[src/rtl/core/upn_pkg.sv]
// ----------------------------------------------------------------------------
// upn_pkg: shared types and constants for the up_n table evaluator
// Table geometry, channel payload structs, register indexes and the
// reciprocal constants used by the Horner steps of the sine/cosine series.
// ----------------------------------------------------------------------------
package upn_pkg;

    localparam int MAX_ROWS   = 32;
    localparam int MAX_TERMS  = 16;
    localparam int ROW_W      = $clog2(MAX_ROWS);
    localparam int TERM_W     = $clog2(MAX_TERMS);
    localparam int TAB_DEPTH  = MAX_ROWS * MAX_TERMS;
    localparam int TAB_ADDR_W = ROW_W + TERM_W;

    localparam int CFG_IDX_W  = 2;
    localparam int CFG_DATA_W = 6;
    localparam logic [CFG_IDX_W-1:0] CFG_MAX_ORDER  = 2'd0;
    localparam logic [CFG_IDX_W-1:0] CFG_TERM_COUNT = 2'd1;

    localparam logic OP_WRITE = 1'b0;
    localparam logic OP_EVAL  = 1'b1;

    // shared multiplier geometry
    localparam int MUL_A_W = 32;
    localparam int MUL_B_W = 34;
    localparam int MUL_P_W = MUL_A_W + MUL_B_W;

    // iterative divider geometry
    localparam int DIV_N_W = 40;
    localparam int DIV_D_W = 6;

    localparam logic [33:0] PI_Q32 = 34'h3243F6A89;
    localparam int HORNER_STEPS = 6;
    localparam int ACC_W = 38;

    typedef struct packed {
        logic               operation;
        logic [5:0]         order;
        logic [4:0]         term_index;
        logic signed [31:0] coef_value;
        logic signed [31:0] x_point;
    } in_t;

    typedef struct packed {
        logic signed [31:0] value;
        logic               status;
    } out_t;

    // floor(m/div) = (m * M) >> s, exact for m < 2^31; M = ceil(2^s/div)
    function automatic logic [31:0] horner_recip(input logic is_sin, input logic [2:0] step);
        logic [31:0] m;
        m = 32'd0;
        if (!is_sin) begin
            case (step)
                3'd0: m = 32'd4164816772; // 132
                3'd1: m = 32'd3054198967; // 90
                3'd2: m = 32'd2454267027; // 56
                3'd3: m = 32'd2290649225; // 30
                3'd4: m = 32'd2863311531; // 12
                3'd5: m = 32'd2147483648; // 2
                default: m = 32'd0;
            endcase
        end else begin
            case (step)
                3'd0: m = 32'd3524075731; // 156
                3'd1: m = 32'd2498890064; // 110
                3'd2: m = 32'd3817748708; // 72
                3'd3: m = 32'd3272356036; // 42
                3'd4: m = 32'd3435973837; // 20
                3'd5: m = 32'd2863311531; // 6
                default: m = 32'd0;
            endcase
        end
        return m;
    endfunction

    function automatic logic [5:0] horner_shift(input logic is_sin, input logic [2:0] step);
        logic [5:0] s;
        s = 6'd0;
        if (!is_sin) begin
            case (step)
                3'd0: s = 6'd39;
                3'd1: s = 6'd38;
                3'd2: s = 6'd37;
                3'd3: s = 6'd36;
                3'd4: s = 6'd35;
                3'd5: s = 6'd32;
                default: s = 6'd0;
            endcase
        end else begin
            case (step)
                3'd0: s = 6'd39;
                3'd1: s = 6'd38;
                3'd2: s = 6'd38;
                3'd3: s = 6'd37;
                3'd4: s = 6'd36;
                3'd5: s = 6'd34;
                default: s = 6'd0;
            endcase
        end
        return s;
    endfunction

endpackage

[src/rtl/core/upn_mul.sv]
// ----------------------------------------------------------------------------
// upn_mul: shared unsigned multiplier
// 32 x 34 bit product, registered; the result appears in the cycle after the operands.
// ----------------------------------------------------------------------------
module upn_mul import upn_pkg::*; (
    input  logic               aclk,
    input  logic [MUL_A_W-1:0] a,
    input  logic [MUL_B_W-1:0] b,
    output logic [MUL_P_W-1:0] p
);

    logic [MUL_P_W-1:0] p_reg;

    always_ff @(posedge aclk) begin
        p_reg <= MUL_P_W'(a) * MUL_P_W'(b);
    end

    assign p = p_reg;

endmodule

[config.mk]
export PLATFORM = sky130hd
export DESIGN_NAME = upn_mul
export DESIGN_NICKNAME = d
export VERILOG_FILES = /design/src/rtl/core/upn_pkg.sv /design/src/rtl/core/upn_mul.sv
export SDC_FILE = /design/constraint.sdc
export NUM_CORES = 2
export LEC_CHECK = 0
export BUFFER_PORTS_ARGS = -buffer_cell sky130_fd_sc_hd__buf_2
export CAP_MARGIN = 20
export CORE_MARGIN = 3
export CORE_UTILIZATION = 50
export CTS_BUF_LIST = sky130_fd_sc_hd__clkbuf_16
export CTS_CLUSTER_SIZE = 8
export DETAILED_ROUTE_END_ITERATION = 10
export MAX_ROUTING_LAYER = met4
export PLACE_DENSITY = 0.7
export SLEW_MARGIN = 20
export SYNTH_ARGS = -nofsm -noshare
export SYNTH_HDL_FRONTEND = slang
export SYNTH_SLANG_ARGS = --single-unit
[constraint.sdc]
create_clock -name aclk -period 9.4 [get_ports aclk]
set_input_delay 0.94 -clock aclk [delete_from_list [all_inputs] [get_ports aclk]]
set_output_delay 0.94 -clock aclk [all_outputs]
set_load 0.01 [all_outputs]
==> metrics.md <==
| Metric | Value |
|---|---|
| DRC | `0` |
| Tot GR Track Use | `28.5%` |
| # port buffers | `132` |
| CORE AREA | `0.0716 mm2` |
| Syn Nets | `5,277` |
| Worst-margin pin slew | `0.909 ns` |
| Full die area | `0.0757 mm2` |
| Crit path capture type | `flop` |
| #FFs+latches synth | `66` |
| Clock sinks | `66` |
| Post-route setup TNS | `0 ns` |
| Initial antenna violation count | `4` |
| Crit path from | `a[4]` |
| Worst Hold Class | `primary input to flop` |
| Die width | `275 um` |
| Status | `finished, final reports clean` |
| Boundary pin count | `133` |
| Critical Path RT | `9.64 ns` |
| Type of origin of the critical path | `primary input` |
| DRT Pass-1 Iters | `5` |
| Syn. warnings | `0` |
| Minimum clock period | `8.73 ns` |
| Final Hold Vio Count | `0` |
| Largest net degree at the start of global routing | `35` |
| Fmax achieved | `115 MHz` |
| CTS Buf Count | `9` |
| RSZ-0062 raised after global routing | `no` |
| Fraction of registers with async set/reset | `0%` |
| Max_slew headroom | `39.4%` |
| CTS Buffer Depth | `2` |
| DP HPWL | `81.6 mm` |
| Routed WL per cell | `20.2 um` |
| Clock Tree Root | `clkbuf_16` |
| Fin nets | `5,259` |
| Via count | `26,600` |
| Hold buffer count at CTS | `0` |
| Global-route wire length before repair | `160 mm` |
| Antenna viol nets, final | `0` |
| Setup violations, final | `0` |
| End of the critical path | `p[65]$_DFF_P_` |
| Largest register FFs | `66` |
| H-Tree Depth | `3` |
| Mapped Area | `0.0362 mm2` |
| Max-Cap Viols | `0` |
| Number of library cell types mapped by synthesis | `55` |
| Initial Util | `50.6%` |
| CP max FO | `34` |
| WP data arrival | `8.97 ns` |
| Post-synthesis sequential area ratio | `3.65%` |
| Die height | `275 um` |
| Post-synth EDFFs | `0` |
| Detailed Route Iter0 Violations | `1,460` |
| Area Overhead vs Synth | `5.06%` |
| Final GP Congestion | `0.935` |
| Number of global-route vias before repair | `29,200` |
| CP Class | `primary input to flop` |
| Top_reg_cell synth | `dfxtp_1` |
| Detailed Route WL | `99.4 mm` |
| Post-CTS Resized | `0` |
| Row Count | `98` |
| Pins over their slew limit | `0` |
| Via density per instance | `5.40` |
| Ratio of cells with drive above 1 in the final layout | `5.58%` |
| CTS tree | `done` |
| Period utilization | `92.9%` |
| Clock slew at reported path FFs | `0.07 ns` |
| Overflow after GRT | `0` |
| Synth Area per Inst | `9.08 um2` |
| Mapped Cells | `3,989` |
| Setup Buffers After CTS | `0` |
Yosys cell counts (31+ instances only):
cell	instances	area (um2)
a21o_1	32	240
a21oi_1	77	385
and2_1	476	2980
clkbuf_1	225	845
dfxtp_1	66	1320
fa_1	956	19100
ha_1	265	3320
inv_1	938	3520
nand2_1	670	2510
nor2_1	33	124
o21ai_0	31	155
xnor2_1	39	342
cell type report:
class,instances,area [um2]
Antenna cell,2,5.00
Clock buffer,9,225
Clock inverter,7,92.6
Fill cell,6592,33600
Inverter,938,3520
Multi-Input combinational cell,2755,30500
Sequential cell,66,1320
Tap cell,950,1190
Timing Repair Buffer,201,1190
worst min path at each step:
stage / start / end / slack, ns / depth (start not counted)
2_1_floorplan: a[0] / p[0]$_DFF_P_ / 1.07 / 1
3_5_place_dp: p[57]$_DFF_P_ / p[57] / 1.33 / 1
6_report: a[0] / p[0]$_DFF_P_ / 1.25 / 2
3_3_place_gp: p[62]$_DFF_P_ / p[62] / 1.33 / 1
5_1_grt: a[0] / p[0]$_DFF_P_ / 1.27 / 2
4_1_cts: a[0] / p[0]$_DFF_P_ / 1.23 / 2
kinds of logic (layout without fill, tap and decap cells):
kind of cell	after synthesis	in the layout	share of synthesized area (%)
AOI/OAI and AO/OA	217	217	3.91
muxes	1	1	0.0277
and+or+nand+nor	1253	1253	16.7
DFF	66	66	3.65
buffers and inverters	1168	1155	12.1
other	0	2	0
xor gates and xnor gates	63	63	1.52
adders and majority gates	1221	1221	62.0
layout by cell type, fill, tap and decap left out, drive strengths merged, types with 3 or more instances in the layout:
master  netlist  layout
inv         938     939
and4          4       4
o211ai        9       9
nor3         13      13
and2        476     476
a211oi        6       6
nand2b        6       6
a21oi        77      77
dfxtp        66      66
nor2         33      33
a21boi        4       4
o21ai        32      32
fa          956     956
ha          265     265
o41a          3       3
nand4        18      18
o311ai        4       4
o31ai         5       5
a21o         32      32
a31oi         9       9
buf           4     201
clkbuf      226       9
xor2         24      24
clkinv        0       3
o21a          8       8
nand2       670     670
nor2b         4       4
nand3        14      14
o221a         3       3
xnor2        39      39
o21bai        7       7
nor4          3       3
and3          7       7
critical path: stages:
cell	delay [ns]
buf_2	0.54
nand2_1	0.15
fa_1	0.51
inv_1	0.05
fa_1	0.47
inv_1	0.05
fa_1	0.48
fa_1	0.54
inv_1	0.05
fa_1	0.49
inv_1	0.05
fa_1	0.53
inv_1	0.05
fa_1	0.49
fa_1	0.48
ha_1	0.38
a21oi_1	0.39
o21ai_0	0.25
nor2_1	0.14
a31oi_1	0.20
a21oi_1	0.51
o41a_1	0.34
o311ai_1	0.18
or4_1	0.51
and3_1	0.17
stage by stage:
stage | setup WS [ns] | std cells | instance area [um2] | utilization [%] | hold slack (ns)
after floorplan | 1.30 | 3989 | 36200 | - | 1.07
after global placement | 0.424 | 4910 | 37700 | 52.7 | 1.33
after detailed placement | 0.431 | 4910 | 37700 | 52.7 | 1.33
after CTS | 0.779 | 4926 | 38000 | 53.1 | 1.23
after global routing | 0.315 | 4928 | 38000 | 53.1 | 1.27
final | 0.668 | 4928 | 38000 | 53.1 | 1.25
metal layers:
metal	GRT usage [%]	routed length (um)
met3	3.43	5760
met5	-	0
met4	11.6	5060
met2	49.4	51300
met1	33.9	37300
Power is not shown: default switching activity piles up to over one toggle a cycle in this logic, so the estimate is an artifact.
