**src/rtl/core/upn_pkg.sv**
```systemverilog
// ----------------------------------------------------------------------------
// upn_pkg: shared types and constants for the up_n table evaluator
// Table geometry, channel payload structs, register indexes and the
// reciprocal constants used by the Horner steps of the sine/cosine series.
// ----------------------------------------------------------------------------
package upn_pkg;

    localparam int MAX_ROWS   = 32;
    localparam int MAX_TERMS  = 16;
    localparam int ROW_W      = $clog2(MAX_ROWS);
    localparam int TERM_W     = $clog2(MAX_TERMS);
    localparam int TAB_DEPTH  = MAX_ROWS * MAX_TERMS;
    localparam int TAB_ADDR_W = ROW_W + TERM_W;

    localparam int CFG_IDX_W  = 2;
    localparam int CFG_DATA_W = 6;
    localparam logic [CFG_IDX_W-1:0] CFG_MAX_ORDER  = 2'd0;
    localparam logic [CFG_IDX_W-1:0] CFG_TERM_COUNT = 2'd1;

    localparam logic OP_WRITE = 1'b0;
    localparam logic OP_EVAL  = 1'b1;

    // shared multiplier geometry
    localparam int MUL_A_W = 32;
    localparam int MUL_B_W = 34;
    localparam int MUL_P_W = MUL_A_W + MUL_B_W;

    // iterative divider geometry
    localparam int DIV_N_W = 40;
    localparam int DIV_D_W = 6;

    localparam logic [33:0] PI_Q32 = 34'h3243F6A89;
    localparam int HORNER_STEPS = 6;
    localparam int ACC_W = 38;

    typedef struct packed {
        logic               operation;
        logic [5:0]         order;
        logic [4:0]         term_index;
        logic signed [31:0] coef_value;
        logic signed [31:0] x_point;
    } in_t;

    typedef struct packed {
        logic signed [31:0] value;
        logic               status;
    } out_t;

    // floor(m/div) = (m * M) >> s, exact for m < 2^31; M = ceil(2^s/div)
    function automatic logic [31:0] horner_recip(input logic is_sin, input logic [2:0] step);
        logic [31:0] m;
        m = 32'd0;
        if (!is_sin) begin
            case (step)
                3'd0: m = 32'd4164816772; // 132
                3'd1: m = 32'd3054198967; // 90
                3'd2: m = 32'd2454267027; // 56
                3'd3: m = 32'd2290649225; // 30
                3'd4: m = 32'd2863311531; // 12
                3'd5: m = 32'd2147483648; // 2
                default: m = 32'd0;
            endcase
        end else begin
            case (step)
                3'd0: m = 32'd3524075731; // 156
                3'd1: m = 32'd2498890064; // 110
                3'd2: m = 32'd3817748708; // 72
                3'd3: m = 32'd3272356036; // 42
                3'd4: m = 32'd3435973837; // 20
                3'd5: m = 32'd2863311531; // 6
                default: m = 32'd0;
            endcase
        end
        return m;
    endfunction

    function automatic logic [5:0] horner_shift(input logic is_sin, input logic [2:0] step);
        logic [5:0] s;
        s = 6'd0;
        if (!is_sin) begin
            case (step)
                3'd0: s = 6'd39;
                3'd1: s = 6'd38;
                3'd2: s = 6'd37;
                3'd3: s = 6'd36;
                3'd4: s = 6'd35;
                3'd5: s = 6'd32;
                default: s = 6'd0;
            endcase
        end else begin
            case (step)
                3'd0: s = 6'd39;
                3'd1: s = 6'd38;
                3'd2: s = 6'd38;
                3'd3: s = 6'd37;
                3'd4: s = 6'd36;
                3'd5: s = 6'd34;
                default: s = 6'd0;
            endcase
        end
        return s;
    endfunction

endpackage

```
**src/rtl/core/upn_div.sv**
```systemverilog
// ----------------------------------------------------------------------------
// upn_div: iterative restoring divider
// One quotient bit per cycle over the DIV_N_W dividend bits; done pulses with results valid.
// ----------------------------------------------------------------------------
module upn_div import upn_pkg::*; (
    input  logic               aclk,
    input  logic               aresetn,
    input  logic               start,
    input  logic [DIV_N_W-1:0] dividend,
    input  logic [DIV_D_W-1:0] divisor,
    output logic               done,
    output logic [DIV_N_W-1:0] quot,
    output logic [DIV_D_W-1:0] rem
);

    localparam int CNT_W = $clog2(DIV_N_W + 1);

    logic               busy_reg, busy_next;
    logic               done_reg, done_next;
    logic [CNT_W-1:0]   cnt_reg, cnt_next;
    logic [DIV_N_W-1:0] quot_reg, quot_next;
    logic [DIV_D_W-1:0] rem_reg, rem_next;
    logic [DIV_D_W-1:0] dvs_reg, dvs_next;
    logic [DIV_D_W:0]   trial;

    always_comb begin
        busy_next = busy_reg;
        done_next = 1'b0;
        cnt_next  = cnt_reg;
        quot_next = quot_reg;
        rem_next  = rem_reg;
        dvs_next  = dvs_reg;
        trial     = {rem_reg, quot_reg[DIV_N_W-1]};
        if (start) begin
            busy_next = 1'b1;
            cnt_next  = CNT_W'(DIV_N_W);
            quot_next = dividend;
            rem_next  = '0;
            dvs_next  = divisor;
        end else if (busy_reg) begin
            if (trial >= {1'b0, dvs_reg}) begin
                rem_next  = DIV_D_W'(trial - {1'b0, dvs_reg});
                quot_next = {quot_reg[DIV_N_W-2:0], 1'b1};
            end else begin
                rem_next  = trial[DIV_D_W-1:0];
                quot_next = {quot_reg[DIV_N_W-2:0], 1'b0};
            end
            cnt_next = cnt_reg - 1'b1;
            if (cnt_reg == CNT_W'(1)) begin
                busy_next = 1'b0;
                done_next = 1'b1;
            end
        end
    end

    always_ff @(posedge aclk) begin
        if (!aresetn) begin
            busy_reg <= 1'b0;
            done_reg <= 1'b0;
            cnt_reg  <= '0;
        end else begin
            busy_reg <= busy_next;
            done_reg <= done_next;
            cnt_reg  <= cnt_next;
        end
    end

    always_ff @(posedge aclk) begin
        quot_reg <= quot_next;
        rem_reg  <= rem_next;
        dvs_reg  <= dvs_next;
    end

    assign done = done_reg;
    assign quot = quot_reg;
    assign rem  = rem_reg;

endmodule

```
**config.mk**
```make
export PLATFORM = sky130hd
export DESIGN_NAME = upn_div
export DESIGN_NICKNAME = d
export VERILOG_FILES = /design/src/rtl/core/upn_pkg.sv /design/src/rtl/core/upn_div.sv
export SDC_FILE = /design/constraint.sdc
export NUM_CORES = 1
export LEC_CHECK = 0
export ABC_CLOCK_PERIOD_IN_PS = 5700
export BUFFER_PORTS_ARGS = -buffer_cell sky130_fd_sc_hd__buf_4
export CORE_MARGIN = 3
export CORE_UTILIZATION = 50
export DETAILED_ROUTE_END_ITERATION = 7
export PLACE_DENSITY = 0.8
export SKIP_CTS_REPAIR_TIMING = 1
export SLEW_MARGIN = 20
export SYNTH_ARGS = -nofsm -noshare
export SYNTH_HDL_FRONTEND = slang
export SYNTH_SLANG_ARGS = --single-unit
```
**constraint.sdc**
```tcl
create_clock -name aclk -period 5.7 [get_ports aclk]
set_input_delay 0.57 -clock aclk [delete_from_list [all_inputs] [get_ports aclk]]
set_output_delay 0.57 -clock aclk [all_outputs]
set_load 0.02 [all_outputs]
```
==> impl.org <==
** Detailed routing
- Met3 wire length :: 502 µm
- Detailed router's first-iteration violation count :: 73
- In this run the remaining antenna-violating nets after routing total 0.
- Final routed wire length divided by cell count :: 15.3 µm
- In the final routing, the length of wire on met1 measures 2.57 mm.
- Vias :: 1860
- DRC violation count after routing :: 0
- The detailed router used layers up to and including met4.
- Summed over all layers, the routed wires come to 5.72 mm.
- In the detailed route, the total length drawn on met2 is 2.56 mm.
- Vias per cell :: 4.99
- Length of the first detailed-routing pass in iterations :: 4

** GRT
- The via count of the first global-routing pass came to 1906.
- The first global-routing pass estimated 9.09 mm of wire.
- Gr ovfl total :: 0
- Global-route usage over all layers :: 18.5%
- Antenna violations before repair :: 0
- Pin count of the biggest net entering global routing :: 56

** Synth
- Average cell area after synthesis :: 13.9 µm²
- When the netlist entered floorplanning its net count stood at 260.
- Total standard cell area after synthesis :: 2790 µm²
- Flop and latch count out of synthesis :: 60
- The synthesized design contains 46 enable-type register cells.
- Most common flop cell mapped by yosys :: edfxtp_1
- Ys async rst share :: 0%
- Total of warnings raised by yosys :: 0
- Number of unique standard cell types used by synthesis :: 35
- Sequential cells were found to cover 59.6% of the synthesized design area.
- Gate count after technology mapping :: 201

** Worst setup path
- Critical path startpoint :: start
- The critical path is of the in2reg type.
- CP top delay family :: buffers and inverters
- STA classifies the critical path startpoint as a primary input.
- Element type at the critical path end :: register
- Worst Path Arrival :: 2.12 ns
- The signal on the critical path passes through buf_4 > inv_1 > nand2_2.
- Max Fanout on Critical Path :: 55
- Slowest cell on the critical path :: nand2_2
- In this design, the stage delay of the slowest critical-path cell is 0.74 ns.
- CP Data Required Time :: 5.65 ns
- Startpoint of the lowest-slack register-to-register path :: rem[3]$_SDFFE_PP0P_
- Buffering stage count on the worst path with inverters included :: 2

** STA
- The worst pin sits at a relative slew slack of 38.9%.
- Of the available clock period, the critical path in the final layout requires 38.2%.
- Slack of the critical path :: 3.52 ns
- For the final database, setup skew stands at 0.00840 ns.
- Timing would allow up to 0.459 GHz.
- Tightest Pin Transition :: 0.913 ns
- The number of failing hold endpoints at the final stage came to 0.
- Setup violations remaining at the end of the flow were counted as 0.
- TNS Setup :: 0 ns
- Worst hold slack after final layout :: 0.417 ns
- The max-slew violation count was 0.
- Time the worst path needs with I/O delays and setup :: 2.18 ns
- Setup repair after global routing left no endpoint under its margin.

** Floorplanning
- Die area :: 6500 µm²
- 96 I/O pins were placed.
- Starting density of the core :: 53.2%
- The core region is 5240 µm².
- Die W :: 80.7 µm
- Measured along the y axis, the die boundary spans 80.7 µm.
- Placement row count :: 26

** Placed design
- Post-Place Setup Slack :: 3.14 ns
- Detail Placement HPWL :: 3.96 mm
- The congestion estimate from routability-driven global placement came to 0.760.
- IO buf count :: 95

** Clock network
- TritonCTS built the clock tree.
- Number of buffers between clock root and the deepest sink :: 2
- For the worst-skew pair, the clock arrives at the later sink with an insertion delay of 0.33 ns.
- The H-tree was split into 3 levels.
- Number of clock sinks seen by CTS :: 60
- Clock slew at reported path FFs :: 0.07 ns
- Number of buffers created by CTS :: 9
- Clock Tree Root :: clkbuf_8

** Job
- The tool flagged a number of max-cap violations equal to 0.

** Cells and area
- After filler insertion, the fill cell instance count of the layout stands at 354.
- Flip-flop count of the largest register after layout :: 40
- The number of antenna diodes in the final layout is 0.
- Proportion of layout cells with a drive suffix above 1 :: 49.2%
- Compared with the post-synthesis result, the final layout area differs by 33.5%.
- After the last flow step, the layout net total stands at 358.

** Power and ir drop
- Largest vdd supply drop :: 0.158 mV
- For this design the static power due to leakage is 1.56 nW.
- Power spread over the standard cell area amounts to 311 nW/µm².

** Run status
- The flow ran to the end, and the final reports show no timing, DRC or antenna violations.

** Hold path
- Startpoint of the lowest-slack hold path :: divisor[2]
- Type of the tightest min-delay check :: in2reg
-- power breakdown --
part / switching (W) / leakage (nW) / internal (W)
Combinational: 0.000127 / 0.899 / 0.000126
Sequential: 0.0000294 / 0.577 / 0.000524
Clock: 0.000156 / 0.0859 / 0.000196
-- final timing paths --
| kind | end | slack (ns) | depth (start not counted) |
|---|---|---|---|
| worst min register to register | cnt_reg[1]$_SDFFE_PP0P_ | 0.52 | 2 |
| worst min-delay path | dvs_reg[2]$_DFFE_PP_ | 0.42 | 1 |
| worst max register to register | quot[0]$_DFFE_PP_ | 3.62 | 5 |
| worst max-delay path | quot[32]$_DFFE_PP_ | 3.52 | 3 |
-- area by class of cell --
type	instances	area (µm²)	area share, %
sequential	60	1660	44.7
inverter	13	48.8	1.31
multi-input combinational	120	1040	27.9
tap	70	87.6	2.35
timing repair buffer	95	713	19.2
clock inverter	4	41.3	1.11
clock buffer	11	131	3.53
-- through the flow --
| step | cells | utilization [%] | cell area, µm² | power (W) |
|---|---|---|---|---|
| after floorplan | 201 | - | 2790 | 0.000714 |
| after global placement | 358 | 67.7 | 3550 | 0.000811 |
| after detailed placement | 358 | 67.7 | 3550 | 0.000815 |
| after CTS | 373 | 71.0 | 3720 | 0.00117 |
| after global routing | 373 | 71.0 | 3720 | 0.00121 |
| final | 373 | 71.0 | 3720 | 0.00116 |
-- metal layers --
layer  track usage (%)  vias to the layer above
met5                 0                        -
met4              8.45                        0
met3              7.40                        7
met2              26.8                       63
met1              24.2                      848
li1                  -                      942
-- logic make-up after synthesis --
group | Yosys count | synth area share, %
multiplexers | 45 | 18.0
flip-flops | 60 | 59.6
AO/OA/AOI/OAI | 23 | 5.75
adder cells (fa/ha/maj) | 10 | 4.76
buffers and inverters | 21 | 3.23
AND/OR/NAND/NOR | 34 | 6.11
XOR/XNOR | 8 | 2.51
-- cells in the mapped netlist, types with 2 or more instances --
cell type  count  share of area, %
nor3_1         4              0.72
nor3b_1        2              0.54
inv_1         13               1.8
dfxtp_1       14                10
clkbuf_1       2              0.27
mux2_2        41                17
nor2b_1        3              0.67
nand2_1        6              0.81
a211oi_1       4               1.1
nor2_1        13               1.8
nand2b_1       2              0.45
xnor2_1        5               1.6
a21oi_1        5              0.90
buf_1          4              0.54
a21boi_0       2              0.54
xor2_1         3              0.94
mux2i_1        4               1.4
edfxtp_1      46                50
ha_1           9               4.0
o21ai_0        4              0.72
-- layout by cell type (no fill, tap or decap), types with 2 or more instances in the layout --
master    count
buf_4        95
edfxtp_1     46
mux2_2       41
dfxtp_1      14
inv_1        13
nor2_1       13
ha_1          9
clkbuf_8      9
nand2_1       5
a21oi_1       5
xnor2_1       5
o21ai_0       4
a211oi_1      4
nor3_1        4
mux2i_1       4
nor2b_1       3
xor2_1        3
clkinv_1      3
a21boi_0      2
nor3b_1       2
nand2b_1      2
clkbuf_1      2
No activity file was read; power rests on OpenSTA's default activity.
